**src/hdl/srv_pkg.sv**
```systemverilog
`default_nettype none
// ----------------------------------------------------------------------------
// srv_pkg
// Shared types and constants for the soil reading validator: word formats
// of both channels, range-check bounds and reset values of the held state.
// ----------------------------------------------------------------------------
package srv_pkg;

  // Input word: one poll result from the sensor
  typedef struct packed {
    logic        read_ok;
    logic [15:0] moisture_raw;
    logic [15:0] soil_temp_raw;
    logic [15:0] conductivity_raw;
    logic [15:0] acidity_raw;
    logic [15:0] nitrogen_raw;
    logic [15:0] phosphorus_raw;
    logic [15:0] potassium_raw;
  } in_word_t;

  // Output word: held readings and health / counter status
  typedef struct packed {
    logic        accepted;
    logic [15:0] moisture_out;
    logic [15:0] soil_temp_out;
    logic [15:0] conductivity_out;
    logic [15:0] acidity_out;
    logic [15:0] nitrogen_out;
    logic [15:0] phosphorus_out;
    logic [15:0] potassium_out;
    logic        healthy;
    logic [7:0]  run_errors;
    logic [31:0] poll_count;
    logic [31:0] fail_count;
  } out_word_t;

  // Check result handed from the range checker to the state tracker
  typedef struct packed {
    logic take;
  } check_t;

  // Range bounds in raw sensor units
  localparam logic [15:0] MOISTURE_MAX     = 16'd1000;
  localparam logic [15:0] SOIL_TEMP_MAX    = 16'd600;
  localparam logic [15:0] CONDUCTIVITY_MAX = 16'd10000;
  localparam logic [15:0] ACIDITY_MIN      = 16'd300;
  localparam logic [15:0] ACIDITY_MAX      = 16'd1000;

  // Reset values
  localparam logic [7:0]  ERROR_LIMIT_RESET  = 8'd5;
  localparam logic [15:0] MOISTURE_RESET     = 16'd300;
  localparam logic [15:0] SOIL_TEMP_RESET    = 16'd200;
  localparam logic [15:0] CONDUCTIVITY_RESET = 16'd1500;
  localparam logic [15:0] ACIDITY_RESET      = 16'd650;
  localparam logic [15:0] NUTRIENT_RESET     = 16'd0;

  // Counter saturation points
  localparam logic [7:0]  RUN_ERRORS_MAX = 8'hFF;
  localparam logic [31:0] COUNT_MAX      = 32'hFFFF_FFFF;

endpackage : srv_pkg
`default_nettype wire

```
**src/hdl/srv_check.sv**
```systemverilog
`default_nettype none
// ----------------------------------------------------------------------------
// srv_check
// Range check of one poll result: transfer flag plus the four bounded
// readings. Pure combinational.
// ----------------------------------------------------------------------------
module srv_check (
  input  wire srv_pkg::in_word_t word,
  output srv_pkg::check_t        check
);

  logic moisture_ok;
  logic temp_ok;
  logic cond_ok;
  logic acid_ok;

  // Raw words are unsigned, so only the acidity has a lower bound
  always_comb begin
    moisture_ok = (word.moisture_raw <= srv_pkg::MOISTURE_MAX);
    temp_ok     = (word.soil_temp_raw <= srv_pkg::SOIL_TEMP_MAX);
    cond_ok     = (word.conductivity_raw <= srv_pkg::CONDUCTIVITY_MAX);
    acid_ok     = (word.acidity_raw >= srv_pkg::ACIDITY_MIN) &&
                  (word.acidity_raw <= srv_pkg::ACIDITY_MAX);
    check.take  = word.read_ok && moisture_ok && temp_ok && cond_ok && acid_ok;
  end

endmodule : srv_check
`default_nettype wire

```
**src/hdl/srv_track.sv**
```systemverilog
`default_nettype none
// ----------------------------------------------------------------------------
// srv_track
// Held readings, health flag and saturating poll/fail counters. Computes
// the post-update status for the word in the input register and commits
// it when that word moves on to the output register.
// ----------------------------------------------------------------------------
module srv_track (
  input  wire                    clk,
  input  wire                    rst,
  input  wire                    update,
  input  wire srv_pkg::in_word_t word,
  input  wire srv_pkg::check_t   check,
  input  wire [7:0]              error_limit,
  output srv_pkg::out_word_t     result
);

  logic [15:0] held_moisture;
  logic [15:0] held_soil_temp;
  logic [15:0] held_conductivity;
  logic [15:0] held_acidity;
  logic [15:0] held_nitrogen;
  logic [15:0] held_phosphorus;
  logic [15:0] held_potassium;
  logic        health_flag;
  logic [7:0]  consecutive_fails;
  logic [31:0] total_polls;
  logic [31:0] total_fails;

  logic [7:0]  consecutive_fails_next;
  logic        health_flag_next;
  logic [31:0] total_polls_next;
  logic [31:0] total_fails_next;

  // Counter and health update
  always_comb begin
    total_polls_next = (total_polls == srv_pkg::COUNT_MAX) ?
                       total_polls : total_polls + 32'd1;
    if (check.take) begin
      consecutive_fails_next = '0;
      total_fails_next       = total_fails;
      health_flag_next       = 1'b1;
    end else begin
      consecutive_fails_next = (consecutive_fails == srv_pkg::RUN_ERRORS_MAX) ?
                               consecutive_fails : consecutive_fails + 8'd1;
      total_fails_next       = (total_fails == srv_pkg::COUNT_MAX) ?
                               total_fails : total_fails + 32'd1;
      // failures only ever clear health
      health_flag_next       = health_flag &&
                               !(consecutive_fails_next > error_limit);
    end
  end

  // Result word: status after this poll
  always_comb begin
    result.accepted   = check.take;
    if (check.take) begin
      result.moisture_out     = word.moisture_raw;
      result.soil_temp_out    = word.soil_temp_raw;
      result.conductivity_out = word.conductivity_raw;
      result.acidity_out      = word.acidity_raw;
      result.nitrogen_out     = word.nitrogen_raw;
      result.phosphorus_out   = word.phosphorus_raw;
      result.potassium_out    = word.potassium_raw;
    end else begin
      result.moisture_out     = held_moisture;
      result.soil_temp_out    = held_soil_temp;
      result.conductivity_out = held_conductivity;
      result.acidity_out      = held_acidity;
      result.nitrogen_out     = held_nitrogen;
      result.phosphorus_out   = held_phosphorus;
      result.potassium_out    = held_potassium;
    end
    result.healthy    = health_flag_next;
    result.run_errors = consecutive_fails_next;
    result.poll_count = total_polls_next;
    result.fail_count = total_fails_next;
  end

  // State registers
  always_ff @(posedge clk) begin
    if (rst) begin
      held_moisture     <= srv_pkg::MOISTURE_RESET;
      held_soil_temp    <= srv_pkg::SOIL_TEMP_RESET;
      held_conductivity <= srv_pkg::CONDUCTIVITY_RESET;
      held_acidity      <= srv_pkg::ACIDITY_RESET;
      held_nitrogen     <= srv_pkg::NUTRIENT_RESET;
      held_phosphorus   <= srv_pkg::NUTRIENT_RESET;
      held_potassium    <= srv_pkg::NUTRIENT_RESET;
      health_flag       <= 1'b0;
      consecutive_fails <= '0;
      total_polls       <= '0;
      total_fails       <= '0;
    end else if (update) begin
      held_moisture     <= result.moisture_out;
      held_soil_temp    <= result.soil_temp_out;
      held_conductivity <= result.conductivity_out;
      held_acidity      <= result.acidity_out;
      held_nitrogen     <= result.nitrogen_out;
      held_phosphorus   <= result.phosphorus_out;
      held_potassium    <= result.potassium_out;
      health_flag       <= health_flag_next;
      consecutive_fails <= consecutive_fails_next;
      total_polls       <= total_polls_next;
      total_fails       <= total_fails_next;
    end
  end

endmodule : srv_track
`default_nettype wire

```
**src/hdl/soil_reading_validator_unit.sv**
```systemverilog
`default_nettype none
// ----------------------------------------------------------------------------
// soil_reading_validator_unit
// Validates soil-sensor poll results and keeps the last good readings.
//
// Input channel (in_valid / in_stall / in_word): one poll result per word,
// taken at an edge where in_valid is high and in_stall is low.
// Output channel (out_valid / out_stall / out_word): one status word per
// poll, in order, with the held readings and counters after that poll.
// Configuration: cfg_write loads cfg_data into the error limit; write it
// only while no poll is in flight.
// Pipeline: a poll passes the input register, then range check and state
// update into the output register, where out_valid rises for its status
// word. Throughput is one poll per cycle while out_stall is low; the
// state update loops back through the tracker registers.
// A stalled output holds its word; the input register keeps accepting
// while it is empty or moving on, so in_stall rises only when both
// registers are full and out_stall is high.
// Reset clears both valid flags, restores the default held readings, the
// error limit of 5, a cleared health flag and zero counters.
// ----------------------------------------------------------------------------
module soil_reading_validator_unit (
  input  wire                    clk,
  input  wire                    rst,
  input  wire                    in_valid,
  output logic                   in_stall,
  input  wire srv_pkg::in_word_t in_word,
  output logic                   out_valid,
  input  wire                    out_stall,
  output srv_pkg::out_word_t     out_word,
  input  wire                    cfg_write,
  input  wire [7:0]              cfg_data
);

  logic               stage_valid;
  srv_pkg::in_word_t  stage_word;
  logic               advance;
  logic [7:0]         error_limit;
  srv_pkg::check_t    check;
  srv_pkg::out_word_t result;

  // Handshake: stage moves on when output is empty or being taken
  assign advance  = stage_valid && (!out_valid || !out_stall);
  assign in_stall = stage_valid && !advance;

  // Error limit register
  always_ff @(posedge clk) begin
    if (rst) begin
      error_limit <= srv_pkg::ERROR_LIMIT_RESET;
    end else if (cfg_write) begin
      error_limit <= cfg_data;
    end
  end

  // Input register
  always_ff @(posedge clk) begin
    if (rst) begin
      stage_valid <= 1'b0;
    end else if (!in_stall) begin
      stage_valid <= in_valid;
    end
  end

  always_ff @(posedge clk) begin
    if (in_valid && !in_stall) begin
      stage_word <= in_word;
    end
  end

  srv_check u_check (
    .word  (stage_word),
    .check (check)
  );

  srv_track u_track (
    .clk         (clk),
    .rst         (rst),
    .update      (advance),
    .word        (stage_word),
    .check       (check),
    .error_limit (error_limit),
    .result      (result)
  );

  // Output register
  always_ff @(posedge clk) begin
    if (rst) begin
      out_valid <= 1'b0;
    end else if (advance) begin
      out_valid <= 1'b1;
    end else if (!out_stall) begin
      out_valid <= 1'b0;
    end
  end

  always_ff @(posedge clk) begin
    if (advance) begin
      out_word <= result;
    end
  end

endmodule : soil_reading_validator_unit
`default_nettype wire
```
**config.mk**
```make
export PLATFORM = sky130hd
export DESIGN_NAME = soil_reading_validator_unit
export DESIGN_NICKNAME = d
export VERILOG_FILES = /design/src/hdl/srv_pkg.sv /design/src/hdl/srv_check.sv /design/src/hdl/srv_track.sv /design/src/hdl/soil_reading_validator_unit.sv
export SDC_FILE = /design/constraint.sdc
export NUM_CORES = 1
export LEC_CHECK = 0
export ABC_AREA = 1
export BUFFER_PORTS_ARGS = -buffer_cell sky130_fd_sc_hd__buf_2
export CAP_MARGIN = 20
export CELL_PAD_IN_SITES_DETAIL_PLACEMENT = 0
export CELL_PAD_IN_SITES_GLOBAL_PLACEMENT = 1
export CORE_MARGIN = 2
export CORE_UTILIZATION = 47
export CTS_CLUSTER_SIZE = 8
export DETAILED_ROUTE_END_ITERATION = 7
export GPL_ROUTABILITY_DRIVEN = 0
export PLACE_DENSITY_LB_ADDON = 0.1
export REMOVE_ABC_BUFFERS = 1
export SYNTH_ARGS = -nofsm -noshare
export SYNTH_HDL_FRONTEND = slang
export SYNTH_SLANG_ARGS = --single-unit
```
**constraint.sdc**
```tcl
create_clock -name clk -period 12.7 [get_ports clk]
set_input_delay 1.905 -clock clk [delete_from_list [all_inputs] [get_ports clk]]
set_output_delay 1.905 -clock clk [all_outputs]
set_load 0.1 [all_outputs]
```
# ---- After elaboration in Yosys (flattened, before gate mapping)
# Index checks and enable logic that the tools add are counted.
# Widths: inputs -> output; s select.
dict set report totals {
  regBits 494
  out_inout_bits 188
  word_cells 71
}
dict set report classes {
  addsub 3
  n_lt_le_gt_ge 6
  eq_ne 4
  mux 9
  reduce_logical 15
}
# operator n
set ops {}
lappend ops {{$mux 112} 1}
lappend ops {{$mux 32} 3}
lappend ops {{$add 32x1->32 const B} 2}
lappend ops {{$eq 32x32->1 const B} 2}
lappend ops {{$le 16x10->1 const B} 3}
lappend ops {{$ge 16x9->1 const B} 1}
lappend ops {{$le 16x14->1 const B} 1}
lappend ops {{$mux 8} 2}
lappend ops {{$logic_and 1x1->1} 9}
lappend ops {{$add 8x1->8 const B} 1}
lappend ops {{$eq 8x8->1 const B} 1}
lappend ops {{$gt 8x8->1} 1}
lappend ops {{$logic_not 1->1} 5}
lappend ops {{$mux 1} 3}
lappend ops {{$ne 2x1->1 const B} 1}
lappend ops {{$logic_or 1x1->1} 1}

# ---- Longest topological paths before layout
dict set report logic_depth {
  word_depth 7
  ltp_mapped 18
  ltp_nobuf 18
}

# ---- Cells and area by module
# Synthesis repeated with hierarchy kept, for this count alone.
dict set report unflattened {
  cells_unflattened 2249
  area_unflattened_um2 20776.2
}
# module n_inst cells_per_inst area_each_um2
set modules_own_cells {}
lappend modules_own_cells {srv_track 1 1827 11119.4}
lappend modules_own_cells {soil_reading_validator_unit 1 345 9328.9}
lappend modules_own_cells {srv_check 1 77 327.8}

# ---- Least setup slack after synthesis
# No wires, ideal clock.
dict set report synth_timing {
  path_type {input-to-reg}
  from {input out_stall}
  to {register out_word[0] (netlist bit) (enable)}
  setup_time_ns 0.623
  arrival_ns 7.767
  slack_ns 4.310
  path_stages 5
  path_buffers 2
  cell_sequence {nand2_1 inv_1 nor2_1 clkbuf_1 clkbuf_1}
}
dict set report synth_via {
  elab_chain_cells 3
}
# element line
set synth_rtl {}
lappend synth_rtl {{from (decl)} soil_reading_validator_unit.sv:29} ;# input wire out_stall,
lappend synth_rtl {{$logic_not 1->1} n/a}
lappend synth_rtl {{$logic_or 1x1->1} soil_reading_validator_unit.sv:43} ;# assign advance = stage_valid && (!out_valid || !out_stall);
lappend synth_rtl {{$logic_and 1x1->1} soil_reading_validator_unit.sv:43}
lappend synth_rtl {{via advance} soil_reading_validator_unit.sv:37} ;# logic advance;
lappend synth_rtl {{to (signal assigned)} soil_reading_validator_unit.sv:98} ;# out_word <= result;
lappend synth_rtl {{to (decl)} soil_reading_validator_unit.sv:30} ;# output srv_pkg::out_word_t out_word,
# The timed path passes the listed nets, and every way through them passes these cells.
# A chain may end at the register's enable or synchronous reset.

# ---- Worst setup path after layout
dict set report layout_timing {
  from {input out_stall}
  to {output in_stall}
}
dict set report layout_via {
  elab_chain_cells 5
}
# element line
set layout_rtl {}
lappend layout_rtl {{$logic_not 1->1} n/a}
lappend layout_rtl {{$logic_or 1x1->1} soil_reading_validator_unit.sv:43}
lappend layout_rtl {{$logic_and 1x1->1} soil_reading_validator_unit.sv:43}
lappend layout_rtl {{$logic_not 1->1} soil_reading_validator_unit.sv:44} ;# assign in_stall = stage_valid && !advance;
lappend layout_rtl {{$logic_and 1x1->1} soil_reading_validator_unit.sv:44}
lappend layout_rtl {{to (decl)} soil_reading_validator_unit.sv:26} ;# output logic in_stall,
# No other way between the ends.

==> results.txt <==
Crit share post-route = 35.63%
Hold-critical path endpoint = u_track.held_acidity[13]
Synth area leaders = sky130_fd_sc_hd__edfxtp_1 (42%), sky130_fd_sc_hd__dfxtp_1 (18%), sky130_fd_sc_hd__nand2_1 (8.3%)
Number of gates resized after cts = 0
Count of final max-slew check failures = 0
Worst path max stage delay = 440 ps
Max stage delay cell, worst path = sky130_fd_sc_hd__buf_2
Main synth FF type = sky130_fd_sc_hd__edfxtp_1
Share of the yosys chip area belonging to registers = 60.01%
Startpoint of the worst-slack reg-to-reg timing path = out_valid
Final count of negative-setup-slack endpoints = 0
Die ar. = 47,400 µm²
Area of the multi-input gates = 6721 µm²
Unrepaired setup endpoints after global routing = no
Tightest slew margin relative to the limit = 31.00%
Worst path most repeated cell = sky130_fd_sc_hd__buf_2
Library cell with the largest summed area after synthesis = sky130_fd_sc_hd__edfxtp_1
Die X-Extent = 217.7 µm
Flip-flop and latch count after synthesis = 494
Critical Path Source Type = input port
Clock buffers created by TritonCTS = 71
Via count of the first global-routing pass = 15,480
Sequential Area = 12,880 µm²
Estimated wirelength of the detail-placed design = 33,230 µm
Upper clock frequency limit = 0.2210 GHz
Count of unique library cells instantiated by Yosys = 47
I/O pin total = 314
Violation count after the first detailed-route iteration = 1,124
Combined global-route utilization of all metal layers = 21.61%
Number of enable-type register cells in the synthesized netlist = 299
Layout Area Growth over Synthesis = 19.20%
Clock root buffer master = sky130_fd_sc_hd__clkbuf_16
Worst Reg-to-Reg Cells = 8
Routed len/inst = 15.60 µm
Min-delay src = u_track.held_acidity[13]
Clock tree sinks = 494
Cell leakage power = 11.40 nW
Fin nets = 2,748
Initial core utilization = 47.51%
Fraction of post-synthesis cell area in the top cell type by area = 41.83%
Global-route wire length before repair = 80,450 µm
Count of buffers from port buffering = 313
Residual overflow from global routing = 0
Maximum clock path buffer count = 3
Worst Path Max Fanout = 3
Overall die height = 217.7 µm
Clock network latency to the later pin of the worst-skew pair = 620 ps
Most instantiated cells after synthesis = sky130_fd_sc_hd__nand2_1 (476), sky130_fd_sc_hd__inv_1 (356), sky130_fd_sc_hd__edfxtp_1 (299)
Remaining antenna violation count after routing = 0
Skew final = 25.32 ps
Number of hold-repair buffers added at the cts stage = 0
Number of maximum-capacitance constraint violations = 0
Clock slew seen by the registers of the worst setup and hold paths = 50 ps
Post-DR vias/cell = 4.926
Fraction of layout instances using a drive strength above 1 = 18.56%
Syn Inst Count = 2,309
Ordered cell list for the critical path = buf_2, nand2_1, nor2_1, buf_2
Asr flop ratio synth = 0%
WP data arrival = 2620 ps
Post-Synthesis Cell Area = 21,470 µm²
Setup slack on the worst flop-to-flop path = 9310 ps
Period minus WS final = 4526 ps
Core Util, Final = 56.63%
CP Data Required Time = 10,800 ps
Final hold violation count = 0
Peak ir drop on the vdd network = 0.1199 mV
TritonCTS clock tree = done
Total Neg Setup Slack = 0 ps
Outcome = finished, final reports clean
Area inside the core boundary = 45,190 µm²
Number of fill cells in the layout = 3,990
Crit Path Category = input port to output port
Antenna violations before repair = 12
Mean area per synthesized cell = 9.297 µm²
First element of the critical path = out_stall
Worst reg2reg path endpoint = u_track.held_soil_temp[1]
Post-route DRC violation count = 0
Pin count of the biggest net entering global routing = 176
Post-CTS Repair Setup Buffers = 0
TritonRoute pass-1 iters = 5
H-tree depth = 3
Most frequently used cell type in the post-synthesis netlist = sky130_fd_sc_hd__nand2_1
Min-delay worst type = register to register
Power density normalized to cell area = 160.8 nW/µm²
Category of the worst setup path capture point = output port
Via total after detailed routing = 16,140
Worst slew pin tran = 1035 ps
Synth warn = 0
Hold Crit Depth = 2
Total routed wirelength = 51,100 µm
Site Rows = 78
stage by stage:
step	cell area (µm²)	total power, mW	std cells	hold WS (ps)	worst slack, ps
6_report	25590	4.116	3276	454.9	8174
5_1_grt	25570	4.279	3267	471.7	7963
4_1_cts	25500	4.163	3264	457.4	8173
3_5_place_dp	23390	2.372	3135	447.4	7632
3_3_place_gp	23390	2.362	3135	442.4	7737
2_1_floorplan	20950	2.288	2210	428.8	-15150
cell type report:
cell class,count,area share [%]
antenna,9,0.08802
tap,600,2.934
clock inverter,7,0.5379
clock buffer,122,7.731
inverter,362,5.320
timing repair buffer,328,6.777
multi-input combinational,1354,26.27
sequential,494,50.34
layer usage:
layer	part of all wire, %	global-route usage (%)	vias up	wire length (µm)
met2	46	34.18	386	23550
li1	-	-	8182	-
met1	44	28.11	7496	22620
met5	0.043	0	-	22
met4	2.5	8.311	4	1269
met3	7.1	6.234	68	3644
state kept, by name, indices dropped and copies added, names as in the netlist, 8 cells and up:
signal                     flops
out_word                     186
u_track.held_nitrogen         16
u_track.held_conductivity     16
u_track.total_fails           32
u_track.held_potassium        16
u_track.total_polls           32
u_track.held_phosphorus       16
error_limit                    8
u_track.held_moisture         16
u_track.held_soil_temp        16
stage_word                   113
u_track.consecutive_fails      8
u_track.held_acidity          16
logic make-up after synthesis:
| kind of cell | after synthesis | share of synthesized area (%) |
|---|---|---|
| compound gates | 424 | 11.93 |
| xor+xnor | 20 | 0.8160 |
| fa+ha+maj | 11 | 0.6411 |
| buf+inv | 461 | 8.760 |
| flops | 494 | 60.01 |
| mux | 1 | 0.05245 |
| simple gates | 898 | 17.79 |
cell usage in the layout (no fill, tap or decap), drive strengths merged:
cell and count:
xor2 19, nand2 484, buf 328, nand3b 2
o211ai 1, nand3 139, a211oi 24, edfxtp 299
inv 364, nor3b 1, a31oi 1, dfxtp 195
and3 1, clkbuf 122, o21ai 210, or2 11
a21oi 165, diode 9, mux2 1, nor4 3
nand4 14, a21boi 1, nor2 211, o21bai 22
ha 11, clkinv 5, and2 3, nor3 29
xnor2 1
worst max-delay path by stage:
stage	endpoint	slack, ps	cells after the start
3_3_place_gp	u_track.total_polls[15]	7740	9
5_1_grt	u_track.held_soil_temp[0]	7960	9
3_5_place_dp	u_track.total_polls[15]	7630	9
4_1_cts	in_stall	8170	4
2_1_floorplan	u_track.health_flag	-15150	6
6_report	in_stall	8170	4
critical path: cells and delay by family:
| family | cells | cell delay (ps) |
|---|---|---|
| buffers and inverters | 2 | 520 |
| AND/OR/NAND/NOR | 2 | 190 |
where the power goes:
part | internal (mW) | total [mW] | switching, mW
logic | 0.105 | 0.483 | 0.378
registers | 1.81 | 1.86 | 0.0510
clock network | 1.06 | 1.77 | 0.710
total | 2.98 | 4.12 | 1.14
No activity file was read; power rests on OpenSTA's default activity.
